===== src/assert_macros.svh =====
// Assertion macros shared by the RTL files
`ifndef ASSERT_MACROS_SVH
`define ASSERT_MACROS_SVH

// Clocked check, masked while reset is held
`define NHP_ASSERT(lbl, prop, msg) \
    lbl: assert property (@(posedge i_clk) disable iff (!i_rst_n) prop) else $error(msg);

// Clocked check that also holds during reset
`define NHP_ASSERT_ALWAYS(lbl, prop, msg) \
    lbl: assert property (@(posedge i_clk) prop) else $error(msg);

`endif


===== src/nhp_pkg.sv =====
// Package: widths, codes and types of the nearest hit pair selector
`default_nettype none

package nhp_pkg;

    localparam int COORD_W    = 24;
    localparam int DIFF_W     = COORD_W + 1;
    localparam int CFG_INDEX_W = 1;

    typedef enum logic [1:0] {
        OP_START = 2'd0,
        OP_PAIR  = 2'd1,
        OP_END   = 2'd2
    } t_op;

    typedef enum logic [1:0] {
        KIND_DIFF   = 2'd0,
        KIND_FIRST  = 2'd1,
        KIND_SECOND = 2'd2
    } t_kind;

    typedef enum logic [CFG_INDEX_W-1:0] {
        REG_AXIS   = 1'd0,
        REG_CUTOFF = 1'd1
    } t_reg;

    typedef struct packed {
        t_op                       op;
        logic signed [COORD_W-1:0] fx;
        logic signed [COORD_W-1:0] fy;
        logic signed [COORD_W-1:0] sx;
        logic signed [COORD_W-1:0] sy;
    } t_item;

    typedef struct packed {
        logic signed [DIFF_W-1:0]  dx;
        logic signed [DIFF_W-1:0]  dy;
        logic signed [COORD_W-1:0] fx;
        logic signed [COORD_W-1:0] fy;
        logic signed [COORD_W-1:0] sx;
        logic signed [COORD_W-1:0] sy;
    } t_best;

    // status from the result sequencer back to the search stage
    typedef struct packed {
        logic free;   // a new run of three results can be loaded this cycle
    } t_seq_stat;

endpackage

`default_nettype wire


===== src/nhp_if.sv =====
// Channel interfaces: hit stream, result stream and register writes
`default_nettype none

interface nhp_in_if import nhp_pkg::*; ();
    logic                      valid;
    logic                      ready;
    logic [1:0]                operation;
    logic signed [COORD_W-1:0] first_x;
    logic signed [COORD_W-1:0] first_y;
    logic signed [COORD_W-1:0] second_x;
    logic signed [COORD_W-1:0] second_y;

    modport source (output valid, operation, first_x, first_y, second_x, second_y,
                    input ready);
    modport sink   (input valid, operation, first_x, first_y, second_x, second_y,
                    output ready);
endinterface

interface nhp_out_if import nhp_pkg::*; ();
    logic                     valid;
    logic                     ready;
    logic [1:0]               kind;
    logic signed [DIFF_W-1:0] out_x;
    logic signed [DIFF_W-1:0] out_y;
    logic                     last;

    modport source (output valid, kind, out_x, out_y, last, input ready);
    modport sink   (input valid, kind, out_x, out_y, last, output ready);
endinterface

interface nhp_cfg_if import nhp_pkg::*; ();
    logic                   valid;
    logic                   ready;
    logic [CFG_INDEX_W-1:0] index;
    logic [COORD_W-1:0]     data;

    modport source (output valid, index, data, input ready);
    modport sink   (input valid, index, data, output ready);
endinterface

`default_nettype wire


===== src/nhp_in_stage.sv =====
// Input register stage for the hit stream
`default_nettype none

module nhp_in_stage import nhp_pkg::*; (
    input  wire logic  i_clk,
    input  wire logic  i_rst_n,
    nhp_in_if.sink     i_in,
    input  wire logic  i_advance,
    output logic       o_valid,
    output t_item      o_item
);

    logic  r_valid;
    logic  n_valid;
    t_item r_item;
    t_item n_item;

    assign i_in.ready = !r_valid || i_advance;

    always_comb begin
        n_valid = r_valid && !i_advance;
        n_item  = r_item;
        if (i_in.valid && i_in.ready) begin
            n_valid   = 1'b1;
            n_item.op = t_op'(i_in.operation);
            n_item.fx = i_in.first_x;
            n_item.fy = i_in.first_y;
            n_item.sx = i_in.second_x;
            n_item.sy = i_in.second_y;
        end
    end

    always_ff @(posedge i_clk) begin
        if (!i_rst_n) begin
            r_valid <= 1'b0;
        end else begin
            r_valid <= n_valid;
        end
        r_item <= n_item;
    end

    assign o_valid = r_valid;
    assign o_item  = r_item;

endmodule

`default_nettype wire


===== src/nhp_best_track.sv =====
// Distance evaluation and best pair tracking
`default_nettype none

module nhp_best_track import nhp_pkg::*; (
    input  wire logic               i_clk,
    input  wire logic               i_rst_n,
    input  wire logic               i_item_valid,
    input  wire t_item              i_item,
    input  wire logic               i_axis,
    input  wire logic [COORD_W-1:0] i_cutoff,
    input  wire t_seq_stat          i_seq_stat,
    output logic                    o_advance,
    output logic                    o_emit,
    output t_best                   o_best
);

    logic [COORD_W-1:0]       r_dist;
    logic [COORD_W-1:0]       n_dist;
    t_best                    r_best;
    t_best                    n_best;
    logic signed [DIFF_W-1:0] w_dx;
    logic signed [DIFF_W-1:0] w_dy;
    logic signed [DIFF_W-1:0] w_comp;
    logic [DIFF_W-1:0]        w_abs;
    logic [COORD_W-1:0]       w_dist;
    logic                     w_better;
    logic                     w_emit_ok;
    logic                     w_is_end;

    assign w_dx   = {i_item.fx[COORD_W-1], i_item.fx} - {i_item.sx[COORD_W-1], i_item.sx};
    assign w_dy   = {i_item.fy[COORD_W-1], i_item.fy} - {i_item.sy[COORD_W-1], i_item.sy};
    assign w_comp = i_axis ? w_dy : w_dx;
    // magnitude of a difference of two coordinates always fits COORD_W bits
    assign w_abs  = w_comp[DIFF_W-1] ? DIFF_W'(~w_comp + 1'b1) : w_comp;
    assign w_dist = w_abs[COORD_W-1:0];

    assign w_better  = (w_dist != '0) && (w_dist < r_dist);
    assign w_emit_ok = r_dist < i_cutoff;
    assign w_is_end  = i_item.op == OP_END;

    // an emitting event end waits until the sequencer can take a new run
    assign o_advance = i_item_valid && !(w_is_end && w_emit_ok && !i_seq_stat.free);
    assign o_emit    = o_advance && w_is_end && w_emit_ok;

    always_comb begin
        n_dist = r_dist;
        n_best = r_best;
        if (o_advance) begin
            case (i_item.op)
                OP_START: begin
                    n_dist = i_cutoff;
                    n_best = '0;
                end
                OP_PAIR: begin
                    if (w_better) begin
                        n_dist    = w_dist;
                        n_best.dx = w_dx;
                        n_best.dy = w_dy;
                        n_best.fx = i_item.fx;
                        n_best.fy = i_item.fy;
                        n_best.sx = i_item.sx;
                        n_best.sy = i_item.sy;
                    end
                end
                default: begin
                end
            endcase
        end
    end

    always_ff @(posedge i_clk) begin
        if (!i_rst_n) begin
            r_dist <= '1;
            r_best <= '0;
        end else begin
            r_dist <= n_dist;
            r_best <= n_best;
        end
    end

    assign o_best = r_best;

endmodule

`default_nettype wire


===== src/nhp_result_seq.sv =====
// Result sequencer: holds one best pair and sends it as three transactions
`default_nettype none

module nhp_result_seq import nhp_pkg::*; (
    input  wire logic  i_clk,
    input  wire logic  i_rst_n,
    input  wire logic  i_emit,
    input  wire t_best i_best,
    output t_seq_stat  o_stat,
    nhp_out_if.source  o_out
);

    // results still to send
    localparam logic [1:0] SLOT_NONE   = 2'd0;
    localparam logic [1:0] SLOT_SECOND = 2'd1;
    localparam logic [1:0] SLOT_FIRST  = 2'd2;
    localparam logic [1:0] SLOT_DIFF   = 2'd3;

    logic [1:0] r_cnt;
    logic [1:0] n_cnt;
    t_best      r_snap;
    t_best      n_snap;
    logic       w_take;

    assign w_take = o_out.valid && o_out.ready;

    assign o_stat.free = (r_cnt == SLOT_NONE) || (r_cnt == SLOT_SECOND && o_out.ready);

    always_comb begin
        n_cnt  = r_cnt;
        n_snap = r_snap;
        if (i_emit) begin
            n_cnt  = SLOT_DIFF;
            n_snap = i_best;
        end else if (w_take) begin
            n_cnt = r_cnt - 2'd1;
        end
    end

    always_ff @(posedge i_clk) begin
        if (!i_rst_n) begin
            r_cnt <= SLOT_NONE;
        end else begin
            r_cnt <= n_cnt;
        end
        r_snap <= n_snap;
    end

    assign o_out.valid = r_cnt != SLOT_NONE;
    assign o_out.last  = r_cnt == SLOT_SECOND;

    always_comb begin
        case (r_cnt)
            SLOT_DIFF: begin
                o_out.kind  = KIND_DIFF;
                o_out.out_x = r_snap.dx;
                o_out.out_y = r_snap.dy;
            end
            SLOT_FIRST: begin
                o_out.kind  = KIND_FIRST;
                o_out.out_x = DIFF_W'(r_snap.fx);
                o_out.out_y = DIFF_W'(r_snap.fy);
            end
            default: begin
                o_out.kind  = KIND_SECOND;
                o_out.out_x = DIFF_W'(r_snap.sx);
                o_out.out_y = DIFF_W'(r_snap.sy);
            end
        endcase
    end

endmodule

`default_nettype wire


===== src/nearest_hit_pair_select.sv =====
// Event end path: input register, then sequencer count and snapshot, then the output.
// Throughput: one input transaction per cycle; hit pairs never wait on the output
// themselves, but queue behind an event end that waits.
// An emitting event end holds the output for three result transactions; a second
// emitting event end waits in the input register until the last one is taken.
// Reset (i_rst_n low, synchronous): axis x, cutoff all ones, best distance all ones,
// no results pending.
`default_nettype none
`include "assert_macros.svh"

module nearest_hit_pair_select import nhp_pkg::*; (
    input  wire logic i_clk,
    input  wire logic i_rst_n,
    nhp_in_if.sink    i_in,
    nhp_cfg_if.sink   i_cfg,
    nhp_out_if.source o_out
);

    // configuration registers, written by the user only while the block is idle; the block itself leaves this unchecked
    logic               r_axis;
    logic               n_axis;
    logic [COORD_W-1:0] r_cutoff;
    logic [COORD_W-1:0] n_cutoff;

    // stage wiring
    logic      w_in_valid;
    t_item     w_item;
    logic      w_advance;
    logic      w_emit;
    t_best     w_best;
    t_seq_stat w_stat;

    // assertion helpers
    logic      w_last_take;
    logic      w_stall;

    assign i_cfg.ready = 1'b1;

    always_comb begin
        n_axis   = r_axis;
        n_cutoff = r_cutoff;
        if (i_cfg.valid && i_cfg.ready) begin
            case (i_cfg.index)
                REG_AXIS:   n_axis   = i_cfg.data[0];
                REG_CUTOFF: n_cutoff = i_cfg.data;
                default: begin
                end
            endcase
        end
    end

    always_ff @(posedge i_clk) begin
        if (!i_rst_n) begin
            r_axis   <= 1'b0;
            r_cutoff <= '1;
        end else begin
            r_axis   <= n_axis;
            r_cutoff <= n_cutoff;
        end
    end

    // input register: one hit transaction per cycle, unless an event end waits on the output
    nhp_in_stage u_in_stage (
        .i_clk     (i_clk),
        .i_rst_n   (i_rst_n),
        .i_in      (i_in),
        .i_advance (w_advance),
        .o_valid   (w_in_valid),
        .o_item    (w_item)
    );

    // subtract, magnitude, compare against the running best
    nhp_best_track u_best_track (
        .i_clk        (i_clk),
        .i_rst_n      (i_rst_n),
        .i_item_valid (w_in_valid),
        .i_item       (w_item),
        .i_axis       (r_axis),
        .i_cutoff     (r_cutoff),
        .i_seq_stat   (w_stat),
        .o_advance    (w_advance),
        .o_emit       (w_emit),
        .o_best       (w_best)
    );

    // snapshot of the best pair, sent as difference, plane one, plane two
    nhp_result_seq u_result_seq (
        .i_clk   (i_clk),
        .i_rst_n (i_rst_n),
        .i_emit  (w_emit),
        .i_best  (w_best),
        .o_stat  (w_stat),
        .o_out   (o_out)
    );

    assign w_last_take = o_out.valid && o_out.ready && o_out.last && !w_emit;
    assign w_stall     = w_in_valid && !w_advance;

    // a run is loaded only when the sequencer has room for it
    `NHP_ASSERT(a_emit_when_free, w_emit |-> w_stat.free, "result run loaded while busy")
    // after the last result is taken with no new run, the output goes quiet
    `NHP_ASSERT(a_idle_after_last, w_last_take |=> !o_out.valid, "output valid after last result")
    // a held item stays in the input register until it moves on
    `NHP_ASSERT(a_hold_stalled, w_stall |=> (w_in_valid && $stable(w_item)), "stalled item lost")

endmodule

`default_nettype wire

===== src/flat_wrapper.sv =====
// flat-port wrapper written by rule: the top's interface ports become plain ports
module nearest_hit_pair_select_flat import nhp_pkg::*;
  (i_clk, i_rst_n, i_in_valid, i_in_operation, i_in_first_x, i_in_first_y, i_in_second_x, i_in_second_y, i_in_ready, i_cfg_valid, i_cfg_index, i_cfg_data, i_cfg_ready, o_out_valid, o_out_kind, o_out_out_x, o_out_out_y, o_out_last, o_out_ready);
  nhp_in_if i_in_i ();
  nhp_cfg_if i_cfg_i ();
  nhp_out_if o_out_i ();
  input  wire logic i_clk;
  input  wire logic i_rst_n;
  input wire logic [$bits(i_in_i.valid)-1:0] i_in_valid;
  input wire logic [$bits(i_in_i.operation)-1:0] i_in_operation;
  input wire logic [$bits(i_in_i.first_x)-1:0] i_in_first_x;
  input wire logic [$bits(i_in_i.first_y)-1:0] i_in_first_y;
  input wire logic [$bits(i_in_i.second_x)-1:0] i_in_second_x;
  input wire logic [$bits(i_in_i.second_y)-1:0] i_in_second_y;
  output wire logic [$bits(i_in_i.ready)-1:0] i_in_ready;
  input wire logic [$bits(i_cfg_i.valid)-1:0] i_cfg_valid;
  input wire logic [$bits(i_cfg_i.index)-1:0] i_cfg_index;
  input wire logic [$bits(i_cfg_i.data)-1:0] i_cfg_data;
  output wire logic [$bits(i_cfg_i.ready)-1:0] i_cfg_ready;
  output wire logic [$bits(o_out_i.valid)-1:0] o_out_valid;
  output wire logic [$bits(o_out_i.kind)-1:0] o_out_kind;
  output wire logic [$bits(o_out_i.out_x)-1:0] o_out_out_x;
  output wire logic [$bits(o_out_i.out_y)-1:0] o_out_out_y;
  output wire logic [$bits(o_out_i.last)-1:0] o_out_last;
  input wire logic [$bits(o_out_i.ready)-1:0] o_out_ready;
  assign i_in_i.valid = i_in_valid;
  assign i_in_i.operation = i_in_operation;
  assign i_in_i.first_x = i_in_first_x;
  assign i_in_i.first_y = i_in_first_y;
  assign i_in_i.second_x = i_in_second_x;
  assign i_in_i.second_y = i_in_second_y;
  assign i_in_ready = i_in_i.ready;
  assign i_cfg_i.valid = i_cfg_valid;
  assign i_cfg_i.index = i_cfg_index;
  assign i_cfg_i.data = i_cfg_data;
  assign i_cfg_ready = i_cfg_i.ready;
  assign o_out_valid = o_out_i.valid;
  assign o_out_kind = o_out_i.kind;
  assign o_out_out_x = o_out_i.out_x;
  assign o_out_out_y = o_out_i.out_y;
  assign o_out_last = o_out_i.last;
  assign o_out_i.ready = o_out_ready;
  nearest_hit_pair_select u_core (.i_clk(i_clk), .i_rst_n(i_rst_n), .i_in(i_in_i), .i_cfg(i_cfg_i), .o_out(o_out_i));
endmodule

===== config.mk =====
export PLATFORM = sky130hd
export DESIGN_NAME = nearest_hit_pair_select_flat
export DESIGN_NICKNAME = d
export VERILOG_FILES = /design/src/nhp_pkg.sv /design/src/nhp_if.sv /design/src/nhp_in_stage.sv /design/src/nhp_best_track.sv /design/src/nhp_result_seq.sv /design/src/nearest_hit_pair_select.sv /design/src/flat_wrapper.sv
export VERILOG_INCLUDE_DIRS = /design/src /design/src/src
export SDC_FILE = /design/constraint.sdc
export NUM_CORES = 1
export LEC_CHECK = 0
export ABC_AREA = 0
export BUFFER_PORTS_ARGS = -buffer_cell sky130_fd_sc_hd__buf_2
export CAP_MARGIN = 40
export CORE_ASPECT_RATIO = 0.75
export CORE_MARGIN = 10
export CORE_UTILIZATION = 46
export DETAILED_ROUTE_END_ITERATION = 8
export PLACE_DENSITY = 0.64
export SKIP_CTS_REPAIR_TIMING = 1
export SLEW_MARGIN = 30
export SYNTH_ARGS = -nofsm -noshare
export SYNTH_HDL_FRONTEND = slang
export SYNTH_SLANG_ARGS = --single-unit

===== constraint.sdc =====
create_clock -name i_clk -period 16 [get_ports i_clk]
set_input_delay 3.2 -clock i_clk [delete_from_list [all_inputs] [get_ports i_clk]]
set_output_delay 3.2 -clock i_clk [all_outputs]
set_load 0.005 [all_outputs]

Yosys cells after proc, flatten, opt, wreduce, memory -nomap -nowiden
Cells that the tools add are included.
Word-level totals
  output and inout bits: 56
  register bits after elaboration: 442
  bits of input ports: 128
  logic and storage cells: 73
Cells by class
  bitwise operators: 2
  multiplexer cells: 12
  $lt $le $gt $ge: 2
  equality and inequality tests: 6
  add/sub/neg operators: 4
  reduce and logical (&&, ||, !) cells: 25
Operators with widths (number)
  one-hot mux 146 bit (2 select lines): 1
  two-way mux 146 bit: 1
  one-hot mux 25 bit (2 select lines): 2
  subtractor 24 x 24 -> 25 bit: 2
  < comparator 24 bit: 2
  two-way mux 24 bit: 2
  one-hot mux 24 bit (2 select lines): 1
  two-way mux 25 bit: 1
  adder 24 x 1 -> 24 bit (second input constant): 1
  inverter 24 bit: 1
  nonzero test 24 bit: 1
  logical AND 1 bit: 10
  == test 2 bit (second input constant): 3
  nonzero test 2 bit: 3
  == test 2 x 1 -> 1 bit (second input constant): 2
  logical NOT 1 bit: 4
  logical NOT 2 bit: 2
  two-way mux 2 bit: 2
  one-hot mux 2 bit (2 select lines): 1
  AND reduction 2 bit: 2
  AND reduction 3 bit: 1
  logical OR 1 bit: 2
  != test 2 bit (second input constant): 1
  subtractor 2 x 1 -> 2 bit (second input constant): 1
  other kinds (2): 2

Logic depth before layout (Yosys ltp)
Gate-level depths: netlist of the first run.
  depth after elaboration: 10
  depth in mapped cells: 30
  mapped depth without buffers: 27

Cells and area by module
Synthesis of the first run repeated with hierarchy kept, for this count alone.
Unflattened totals
  cell total of the unflattened synthesis: 1796
  area total of the unflattened synthesis: 21037.7 um^2
By module, submodules not included
  nhp_best_track: cells an instance 1293, area each 11405.9 um^2, times used 1, sequential area each 3403.3 um^2
  nhp_result_seq: cells an instance 284, area each 5517.8 um^2, times used 1, sequential area each 4424.2 um^2
  nhp_in_stage: cells an instance 103, area each 3000.4 um^2, times used 1, sequential area each 2962.8 um^2
  nearest_hit_pair_select: cells an instance 116, area each 1113.6 um^2, times used 1, sequential area each 500.5 um^2

Worst setup path before layout of the first run
No wires, ideal clock.
  path kind: input to register
  start point: input port o_out_ready
  end point: register u_core.u_result_seq.r_cnt[0]
  arrival: 13.974 ns
  data required time: 15.896 ns
  path slack: 1.922 ns
  setup time: 0.104 ns
  stages: 3
  buffers on the path: 0
  cells stage by stage: a21oi_1 -> nor3_1 -> o21a_1
Between the ends
  longest elaborated chain between the ends: 9
  elaborated cells between the ends (all ways): 11
  classes of those cells: 1 x mux; 10 x reduce/logical
Ends and longest elaborated chain
  from (decl): line flat_wrapper.sv:25  | input wire logic [$bits(o_out_i.ready)-1:0] o_out_ready;
  logical AND 1 bit *: line nhp_result_seq.sv:27  | assign o_stat.free = (r_cnt == SLOT_NONE) || (r_cnt == SLOT_SECOND && o_out.ready);
  logical OR 1 bit *: line nhp_result_seq.sv:27
  logical NOT 1 bit *: line nhp_best_track.sv:42  | assign o_advance = i_item_valid && !(w_is_end && w_emit_ok && !i_seq_stat.free);
  logical AND 1 bit *: line nhp_best_track.sv:42
  logical NOT 1 bit *: line nhp_best_track.sv:42
  logical AND 1 bit *: line nhp_best_track.sv:42
  logical AND 1 bit * (2 in a row): line nhp_best_track.sv:43  | assign o_emit = o_advance && w_is_end && w_emit_ok;
  named net u_core.u_best_track.o_emit: line nhp_best_track.sv:13  | output logic o_emit,
  two-way mux 2 bit / nonzero test 2 bit (equally long branches)
  to (signal assigned): line nhp_result_seq.sv:44  | r_cnt <= n_cnt;
  to (decl): line nhp_result_seq.sv:19  | logic [1:0] r_cnt;
Mark *: on every way through the listed nets, which the timed path passes. The rest lies on a longest branch.
A chain may end at the register's enable or synchronous reset.

Worst setup path in the final report of the first run
  start point: input port o_out_ready
  end point: output port i_in_ready
Between the ends
  longest elaborated chain between the ends: 7
Ends and longest elaborated chain
  logical AND 1 bit: line nhp_result_seq.sv:27
  logical OR 1 bit: line nhp_result_seq.sv:27
  logical NOT 1 bit: line nhp_best_track.sv:42
  logical AND 1 bit: line nhp_best_track.sv:42
  logical NOT 1 bit: line nhp_best_track.sv:42
  logical AND 1 bit: line nhp_best_track.sv:42
  logical OR 1 bit: line nhp_in_stage.sv:18  | assign i_in.ready = !r_valid || i_advance;
  to (decl): line flat_wrapper.sv:15  | output wire logic [$bits(i_in_i.ready)-1:0] i_in_ready;
No other way between the ends.

==> metrics.cfg, run 1 <==
[global_routing]
busiest_layer=met2
grt_pass1_wl_um=96600
grtUsageMet2_pct=33.1
use_met3_pct=3.72
grt_usage_pct=20.8
overflow=0
antenna_found_initial=0
grt_pass1_vias=16718
grt_max_degree=149
grt.met1_usage_pct=29.5

[final_layout]
nets=2586
fin_area_sq_um=25300
layout-drive-gt1-share_pct=13.3
area_growth_pct=13.4
num_antenna_cells=0
nFillCells=4269

[sta]
fin_crit_ns=7.55
fmax_ghz=0.132
setup_viol=0
period_share_pct=47.2
rsz0062_at_grt=no
slew_violations=0
relSlewSlack_pct=24.7
finClkSkew_ns=0.0215
hold_violations=0
worst_slew_pin_slew_ns=1.13
finalSetupTns_ns=0

[detailed_routing]
vias_per_cell=5.64
via_count=17109
wl_per_cell_um=20.4
ant_nets=0
firstDrtPassIters=6
totalWireLength_um=61800
drc_errors=0
drt_iter0_markers=1569

[synth]
synthArstFlopShare_pct=0
synth_top_family_by_area=simple AND/OR/NAND/NOR gates
synth_top_area_share_pct=32.9
ys_ff_latch=442
yosysUniqueCellTypes=80
synth_adder_area_share_pct=5.68
synthSimpleGateAreaFrac_pct=15.4
synth_area_leader_cell=edfxtp_1
synthXorXnorAreaFrac_pct=1.65
synth_area_sq_um=22300
synth-edff-count=244
yosysWarningCount=0
synthesis.nets=2460
synth-compound-area-share_pct=13.8
synthFlopType=edfxtp_1
yosys-top-cells-area=edfxtp_1 33%, dfxtp_1 18%, nand2_1 7.8%
ys_seq_area_share_pct=50.7
synthMuxAreaShare_pct=7.99
synthCells=2232
syn_avg_cell_area_sq_um=9.98

[clock_tree]
clkTransAtPathRegs_ns=0.06
cts_root_buf=clkbuf_16
clock_sinks=442
tritoncts=done
clk-insertion-delay-late_ns=0.56
cts_max_level=2
cts_buffer_depth=3
cts_made_buffers=44

[floorplan]
num_rows=69
core_sq_um=47700
fp.dieArea_sq_um=57700
ioPinCount=184
initial_utilization_pct=46.7
die_h_um=211
die_x_um=274

[setup_path]
cpMaxStageDelayCell=nor3b_1
cpMostUsedCell=buf_2
path_class=in -> out
critical_path_buf_inv_count=3
required_ns=12.80
path_delay_family=simple AND/OR/NAND/NOR gates
slowest_delay_ns=0.55
crit_path_end_kind=primary output
crit_path_cell_trace=buf_2, a21oi_1, nor3b_1, inv_1, buf_2
arrival_ns=4.35
cp_max_fo=3
startpoint_type=primary input

[run]
maxCapViolCount=0

[power_and_ir_drop]
powerDensity_nw_per_um2=115
ir_drop_mv=0.0725
p_sw_share_pct=28.9
p_leak_uw=0.0111
power.share.sequential_pct=43.2
p_switching_uw=841
combPwrFrac_pct=20.3
intPower_uw=2070
p_clk_share_pct=36.5

[placed_design]
dp_hpwl_um=44300
gp_congestion=0.904
port_buffers=182
placed_area_sq_um=23700

[min_path]
hp-class=reg -> reg

[outcome]
status=completed

## area by class of cell
| cell class | instances | area [sq um] | share of cell area, % |
|---|---|---|---|
| clock inverter | 15 | 193 | 0.763 |
| timing repair buffer | 213 | 1220 | 4.83 |
| inverter | 123 | 462 | 1.83 |
| multi-input combinational | 1534 | 10000 | 39.6 |
| sequential | 442 | 11300 | 44.7 |
| tap | 639 | 800 | 3.17 |
| clock buffer | 65 | 1290 | 5.12 |
## cells in the final DEF, fill, tap and decap left out, types with 42 or more instances in the layout
| cell type | n |
|---|---|
| nor2_1 | 95 |
| buf_2 | 183 |
| edfxtp_1 | 244 |
| nand2_1 | 465 |
| dfxtp_1 | 198 |
| o21ai_0 | 65 |
| o211ai_1 | 42 |
| inv_1 | 123 |
| ha_1 | 96 |
| clkbuf_16 | 46 |
| nand3_1 | 58 |
| a21oi_1 | 74 |
| mux2i_1 | 171 |
| a22oi_1 | 49 |
## stage by stage
| step | cells | hold WS (ns) | worst slack, ns | power [uW] | util [%] |
|---|---|---|---|---|---|
| 2_1_floorplan | 2232 | 0.408 | 1.92 | 1660 | - |
| 3_3_place_gp | 2941 | 0.412 | 8.46 | 1860 | 49.6 |
| 3_5_place_dp | 2946 | 0.413 | 8.45 | 1860 | 49.8 |
| 4_1_cts | 3026 | 0.418 | 8.45 | 2930 | 52.9 |
| 5_1_grt | 3031 | 0.431 | 8.05 | 3040 | 53.0 |
| 6_report | 3031 | 0.425 | 8.45 | 2910 | 53.0 |
## registers in the layout (all words and copies together), names as in the netlist
register and cells:
u_core.r_axis 1, u_core.r_cutoff 24, u_core.u_best_track.o_best 146, u_core.u_best_track.r_dist 24, u_core.u_in_stage.o_item 98, u_core.u_in_stage.o_valid 1
u_core.u_result_seq.r_cnt 2, u_core.u_result_seq.r_snap 146
## metal layers
metal,routed length [um],vias up
met5,0,-
met4,895,0
met3,3770,70
met2,28300,501
met1,28900,8276
li1,-,8262
## power by group through the flow
stage | Sequential [uW] | Combinational [uW] | Clock (uW)
3_5_place_dp | 1280 | 582 | 0
2_1_floorplan | 1280 | 386 | 0
6_report | 1260 | 590 | 1060
3_3_place_gp | 1280 | 577 | 0
5_1_grt | 1260 | 648 | 1130
4_1_cts | 1260 | 587 | 1080
## final timing paths
check | cells after the start | startpoint | endpoint | slack (ns)
hold reg to reg | 0 | u_core.u_best_track.o_best[38]$_SDFFE_PN0P_ | u_core.u_result_seq.r_snap[38]$_DFFE_PP_ | 0.43
setup reg to reg | 30 | u_core.u_in_stage.o_item[72]$_DFFE_PP_ | u_core.u_best_track.o_best[95]$_SDFFE_PN0P_ | 8.54
hold / removal | 0 | u_core.u_best_track.o_best[38]$_SDFFE_PN0P_ | u_core.u_result_seq.r_snap[38]$_DFFE_PP_ | 0.43
setup / recovery | 5 | o_out_ready | i_in_ready | 8.45
## cell families after synthesis
logic type | count (synthesis)
AOI/OAI and AO/OA | 432
xor gates and xnor gates | 42
adders and majority gates | 100
buffers and inverters | 256
DFF | 442
muxes | 177
other | 1
and+or+nand+nor | 782
## synth_stat cells, types with 21 or more instances
master and count:
nand2_1 465, edfxtp_1 244, dfxtp_1 198, mux2i_1 171
inv_1 123, clkbuf_1 101, ha_1 98, nor2_1 98
a21oi_1 74, o21ai_0 65, nand3_1 58, a22oi_1 49
o211ai_1 42, a21o_1 31, nor3_1 29, xnor2_1 27
o21a_1 21
No activity file was read; power rests on OpenSTA's default activity.
==> inputs of run 2 (changes only) <==
==> constraint.sdc (replaced) <==
create_clock -name i_clk -period 7.57 [get_ports i_clk]
set_input_delay 1.514 -clock i_clk [delete_from_list [all_inputs] [get_ports i_clk]]
set_output_delay 1.514 -clock i_clk [all_outputs]
set_load 0.005 [all_outputs]
==> run 2 against run 1 <==
  * Wire length is 1.2% higher
  * Clock power grew 110%
  * Combinational power grew 120%
  * Register-to-register slack lost 8.0 ns
  * Sequential share of layout area fell by 0.36 points
  * Die area is the same
  * Power increased by 110%
  * Largest power group unchanged
  * Utilization increased by 0.44 points
  * Non-clock buffer count is 19 higher
  * Count of clock-buffer cells in the layout rose by 5
  * Cell count is 0.73% higher
==> metrics.cfg, run 2 (synthesized netlist as in run 1, its figures left out) <==
[final_layout]
layout-drive-gt1-share_pct=13.8  ; +0.50 points
final_core_utilization_pct=53.4  ; +0.44 points
layout_common_cells=465 x nand2_1, 244 x edfxtp_1, 198 x dfxtp_1
nets=2606  ; +0.77%
area_growth_pct=14.3
nFillCells=4255  ; -0.33%
num_antenna_cells=0  ; unchanged
final_common_cell=nand2_1

[floorplan]
die_h_um=211  ; unchanged
fp.dieArea_sq_um=57700  ; unchanged
ioPinCount=184  ; unchanged
core_sq_um=47700  ; unchanged
num_rows=69  ; unchanged
initial_utilization_pct=46.7  ; unchanged
die_x_um=274  ; unchanged

[sta]
setup_viol=0  ; unchanged
relSlewSlack_pct=30.3  ; +5.6 points
fmax_ghz=0.143
slew_violations=0  ; unchanged
period_share_pct=92.3
rsz0062_at_grt=no
worst_slew_pin_slew_ns=1.05  ; -0.0839 ns
fin_crit_ns=6.98
finalSetupTns_ns=0  ; unchanged
hold_slack_ns=0.424  ; -0.00144 ns
hold_violations=0  ; unchanged
finClkSkew_ns=0.0223  ; +0.000802 ns

[setup_path]
required_ns=8.01  ; -4.79 ns
cp_max_fo=38  ; +35
crit_path_end_kind=register
startpoint_type=register
path_class=reg -> reg
arrival_ns=7.42  ; +3.07 ns
reg2reg_slack_ns=0.59  ; -7.95 ns

[placed_design]
port_buffers=182  ; unchanged
dp_hpwl_um=44500  ; +0.33%
gp_congestion=0.893  ; -1.2%

[clock_tree]
tritoncts=done
clkTransAtPathRegs_ns=0.06  ; about the same
cts_root_buf=clkbuf_16
cts_made_buffers=45  ; +2.3%
cts_max_level=2  ; unchanged
clk-insertion-delay-late_ns=0.58  ; +0.02 ns
cts_buffer_depth=3  ; unchanged
clock_sinks=442  ; unchanged

[global_routing]
grt_usage_pct=21.1  ; +0.32 points
grt_pass1_vias=16985  ; +1.6%
grt_max_degree=149  ; unchanged
busiest_layer=met2
antenna_found_initial=2  ; +2
overflow=0  ; unchanged
use_met3_pct=3.93  ; +0.20 points
grtUsageMet2_pct=33.1  ; about the same
grt_pass1_wl_um=97000  ; +0.35%
grt.met1_usage_pct=29.7  ; +0.16 points

[detailed_routing]
totalWireLength_um=62500  ; +1.2%
via_count=17250  ; +0.82%
drc_errors=0  ; unchanged
vias_per_cell=5.65  ; about the same
drt_iter0_markers=1567  ; -0.13%
ant_nets=0  ; unchanged
firstDrtPassIters=8  ; +2
wl_per_cell_um=20.5  ; +0.42%

[power_and_ir_drop]
powerDensity_nw_per_um2=243  ; +110%
p_leak_uw=0.0112  ; +0.93%
ir_drop_mv=0.145  ; +100%
p_total_uw=6190  ; +110%

[outcome]
status=completed

[run]
maxCapViolCount=0  ; unchanged

[min_path]
hp-class=reg -> reg

run 2: changes by cell type in the layout (fill, tap and decap cells not counted), moves of 2 or more:
cell	previous run	this run
bufinv_16	4	2
buf_4	21	36
clkbuf_2	2	0
clkinv_2	5	3
clkbuf_16	46	48
buf_12	3	8
clkinv_4	0	2
clkbuf_1	12	16
run 2: cell type report:
class                   count  area [sq um]  area share (%)
flip-flops and latches    442         11300            44.3
well taps                 639           800            3.14
repair buffers            232          1430            5.61
multi-input cells        1534         10000            39.3
inverters                 123           462            1.81
clock inverters            13           136           0.536
clock buffers              70          1340            5.28
run 2: routing by layer:
layer | vias to the layer above | share of wire (%)
li1 | 8299 | -
met1 | 8378 | 46
met2 | 489 | 45
met3 | 82 | 6.5
met4 | 2 | 2.0
met5 | - | 0.021
run 2: report_power, final:
group,total (uW),switching [uW],internal [uW]
Clock,2250,952,1300
Combinational,1290,817,469
Sequential,2660,50.8,2610
Total,6190,1820,4370
run 2: per-stage QoR:
stage               worst slack (ns)  cell area (sq um)  std cells
finish                         0.585              25500       3053
global route                  0.0816              25500       3053
CTS                            0.695              25400       3050
detailed placement             0.722              23900       2967
global placement               0.935              23900       2962
floorplan                      0.813              22300       2232
run 2: path summary, 6_finish.rpt:
path	cells past startpoint	startpoint	endpoint
worst max-delay path	19	u_core.u_in_stage.o_item[54]$_DFFE_PP_	u_core.u_best_track.r_dist[7]$_SDFFE_PN1P_
worst min-delay path	0	u_core.u_best_track.o_best[108]$_SDFFE_PN0P_	u_core.u_result_seq.r_snap[108]$_DFFE_PP_
worst max register to register	19	u_core.u_in_stage.o_item[54]$_DFFE_PP_	u_core.u_best_track.r_dist[7]$_SDFFE_PN1P_
worst min register to register	0	u_core.u_best_track.o_best[108]$_SDFFE_PN0P_	u_core.u_result_seq.r_snap[108]$_DFFE_PP_
run 2: worst max-delay path, stage by stage, from the launching register on:
cell and delay (ns):
edfxtp_1 0.47, ha_1 0.40, a21oi_1 0.24, o21ai_0 0.30, a211oi_1 0.56, a21oi_1 0.20, o211a_1 0.35, a2111oi_2 0.83
nor4_1 0.27, and4_1 0.27, nor3_1 0.37, nor2_1 0.12, inv_1 0.08, ha_1 0.27, nor2b_1 0.20, a32o_1 0.32
a311oi_4 0.40, buf_4 0.48, a21oi_1 0.28, o311ai_0 0.43
